File: config.mk
export PLATFORM = sky130hd
export DESIGN_NAME = rrs_ram
export DESIGN_NICKNAME = d
export VERILOG_FILES = /design/src/rtl/rrs_ram.sv
export SDC_FILE = /design/constraint.sdc
export NUM_CORES = 2
export LEC_CHECK = 0
export BUFFER_PORTS_ARGS = -buffer_cell sky130_fd_sc_hd__clkbuf_2
export CAP_MARGIN = 15
export CORE_MARGIN = 3
export CORE_UTILIZATION = 50
export CTS_BUF_LIST = sky130_fd_sc_hd__clkbuf_4
export CTS_CLUSTER_DIAMETER = 120
export DETAILED_ROUTE_END_ITERATION = 12
export PLACE_DENSITY = 0.64
export SYNTH_ARGS = -nofsm -noshare
export SYNTH_HDL_FRONTEND = slang
export SYNTH_SLANG_ARGS = --single-unit
File: constraint.sdc
create_clock -name clk -period 3.08 [get_ports clk]
set_input_delay 0.616 -clock clk [delete_from_list [all_inputs] [get_ports clk]]
set_output_delay 0.616 -clock clk [all_outputs]
set_load 0.05 [all_outputs]
File: src/rtl/rrs_ram.sv
module rrs_ram #(
    parameter int WIDTH = 8,
    parameter int DEPTH = 256
) (
    input  logic                     clk,
    input  logic                     we,
    input  logic [$clog2(DEPTH)-1:0] waddr,
    input  logic [WIDTH-1:0]         wdata,
    input  logic [$clog2(DEPTH)-1:0] raddr,
    output logic [WIDTH-1:0]         rdata
);
    logic [WIDTH-1:0] mem [DEPTH];

    always_ff @(posedge clk)
    begin
        if (we)
        begin
            mem[waddr] <= wdata;
        end
        rdata <= mem[raddr];
    end
endmodule

==> impl_results.md <==
- Outcome: complete, no violations
- Max cap viols: 0
- CTS buffer count: 540
- RSZ-0062 raised after global routing: no
- CTS tree: done
- CP max-delay cell: dfxtp_1
- Initial antenna violation count: 9
- Reg clk slew, reported paths: 70 ps
- Top FF cell, synth: edfxtp_1
- GR Util met3: 6.28%
- Mean post-synth cell area: 21.3 sq um
- Crit-path max FO: 1
- CTS sink cnt: 2,056
- Startpoint class of the critical path: register
- DR iter-0 viols: 4,800
- Ranking of synthesized cells by area: edfxtp_1 77%, mux4_2 13%, mux2i_1 1.7%, nor2_1 1.3%, a22oi_1 1.3%
- Worst R2R Setup Slack: 350 ps
- Latest clock arrival within the worst-skew pair: 1300 ps
- Overflow after GRT: 0
- GRT Max-Usage Layer: met2
- Worst r2r dst: rdata[5]
- Fmax: 0.365 GHz
- CTS root buf: clkbuf_4
- DRT Pass-1 Iters: 6
- H-tree levels: 6
- Synthesized area: 0.0796 sq mm
- Antenna-violating nets left: 0
- Starting Density: 50.6%
- Routing usage on met1: 34.9%
- Port Buffer Count: 33
- EDFF count, synth: 2,048
- Syn Inst Count: 3,733
- Die height: 405 um
- Final count of hold timing violations: 0
- Hold Path Cell Cnt: 4
- Pwr Total: 56.2 mW
- Delay-heaviest family, CP: flip-flops
- Flops & latches, synth: 2,056
- Post-DP HPWL: 131,000 um
- WP data arrival: 2130 ps
- Min Tclk post-route: 2740 ps
- Via count: 42,800
- Die Wd: 405 um
- Total track usage: 25.0%
- Vias in the first global route: 43,900
- CP peak stage delay: 510 ps
- Leading area contributor after synthesis: edfxtp_1
- Largest net degree at the start of global routing: 90
- FF-to-FF Start: mem[155][5]
- I/O pins: 34
- DR WL/cell: 28.0 um
- Met2 usage: 38.7%
- Core Rows: 145
- VDD IR max: 0.433 mV
- Setup slack at placement: -686 ps
- Library cells used by synthesis: 55
- GPL Wtd Cong: 0.869
- CTS max path bufs: 4
- Worst-Margin Slew: 1080 ps
- First-pass GRT wire length: 295,000 um
- WP buf/inv: 1
- Fin crit share: 89.1%
- Core area: 0.157 sq mm
- Leakage: 31.1 nW
- Post-CTS Setup Bufs: 0
- Rel. slew slack: 27.2%
- Hold EP: mem[157][2]
- Area growth, synth to finish: 17.5%
- CP Capture Type: primary output
- Setup Crit Path Kind: reg2out
- Critical Path RT: 2460 ps
- Async set-reset flop share out of synthesis: 0%
- Worst hold start: waddr[3]
- Seq/Total Area, Yosys: 77.5%
- Pins over their slew limit: 0
- Post-synthesis net count: 3,759
- Die Area: 0.164 sq mm
- Top-count cell post-synth: edfxtp_1
- Synth top cells by count: 2,048 x edfxtp_1, 454 x mux4_2, 282 x nor2_1
- Pwr Density: 601 mW/mm^2
- Hold/Removal Path Class: in2reg
- DRC: 0
- Share of cells above drive strength 1: 39.2%
- FF-to-FF path depth: 6
- Final Setup Violations: 0
- Yosys warns: 0
- Drt total wl: 201,000 um
- Synth top area share: 77.3%
- Cell Chain, Critical Path: clkbuf_2
- Clk_skew: 138 ps
- Final setup margin: 337 ps
- Post-layout nets: 4,819
- Vias per cell: 5.95
-- stage by stage --
| stage | setup TNS (ps) | instances | instance area [sq um] | hold slack, ps | util (%) |
|---|---|---|---|---|---|
| detailed placement | -3240 | 6296 | 87200 | 1000 | 55.5 |
| finish | 0 | 7185 | 93500 | 191 | 59.5 |
| global route | 0 | 7181 | 93500 | 68.2 | 59.5 |
| CTS | 0 | 7174 | 93500 | 2.75 | 59.5 |
| floorplan | 0 | 3733 | 79600 | 715 | - |
| global placement | -3180 | 6296 | 87200 | 997 | 55.5 |
-- cells in the final DEF (no fill, tap or decap), drive strengths merged, types with 31 or more instances in the layout --
master  Yosys  routed
o221ai     47      47
edfxtp   2048    2048
buf       122     717
nand3      34      34
nor2      282     282
a21oi      96      96
mux2i     134     134
mux4      456     456
a22oi     133     133
clkbuf    111     771
clkinv      1      94
nand2      33      33
nor2b      31      31
-- sequential cells by signal (all words and copies together), names as in the netlist --
register	flops
rdata	8
mem	2048
-- worst register-to-register path: stages, from the launching register on --
cell and delay [ps]:
edfxtp_1 360, mux4_2 530, a22oi_1 370, a21oi_1 170, nor4_1 900, buf_4 240
nor4_1 50
-- report_power, final --
part / switching, mW / internal (mW) / total (mW)
Clock: 10.5 / 11.5 / 22.0
Combinational: 1.98 / 1.32 / 3.30
Sequential: 0.0595 / 30.8 / 30.9
-- kinds of logic after synthesis --
family          share of synthesized area, %
buf+inv                                 1.83
simple gates                            2.63
flops                                   77.5
compound gates                          3.42
mux                                     14.6
-- layer usage --
| metal | routed length [um] | up-vias |
|---|---|---|
| li1 | - | 18200 |
| met1 | 79800 | 22100 |
| met5 | 13 | - |
| met4 | 5460 | 2 |
| met3 | 19900 | 349 |
| met2 | 96200 | 2152 |
-- how the worst max path moves through the flow --
stage / startpoint / end / slack (ps) / depth (start not counted)
3_3_place_gp: raddr[0] / rdata[3] / -750 / 9
2_1_floorplan: raddr[0] / rdata[2] / 530 / 9
6_report: rdata[0] / rdata[0] / 340 / 1
3_5_place_dp: raddr[0] / rdata[3] / -690 / 9
5_1_grt: rdata[7] / rdata[7] / 200 / 1
4_1_cts: rdata[2] / rdata[2] / 160 / 1
-- final cells by class --
type | instances | area (sq um)
Antenna cell | 11 | 27.5
Clock buffer | 750 | 5630
Clock inverter | 115 | 558
Fill cell | 11500 | 63600
Inverter | 2 | 7.51
Multi-Input combinational cell | 1442 | 16500
Sequential cell | 2056 | 61700
Tap cell | 2058 | 2570
Timing Repair Buffer | 751 | 6540
-- repair_timing --
item	in CTS	in global routing
resized for setup	0	0
endpoints found under the hold margin	1161	0
hold buffers	13	0
No activity file was read; power rests on OpenSTA's default activity.
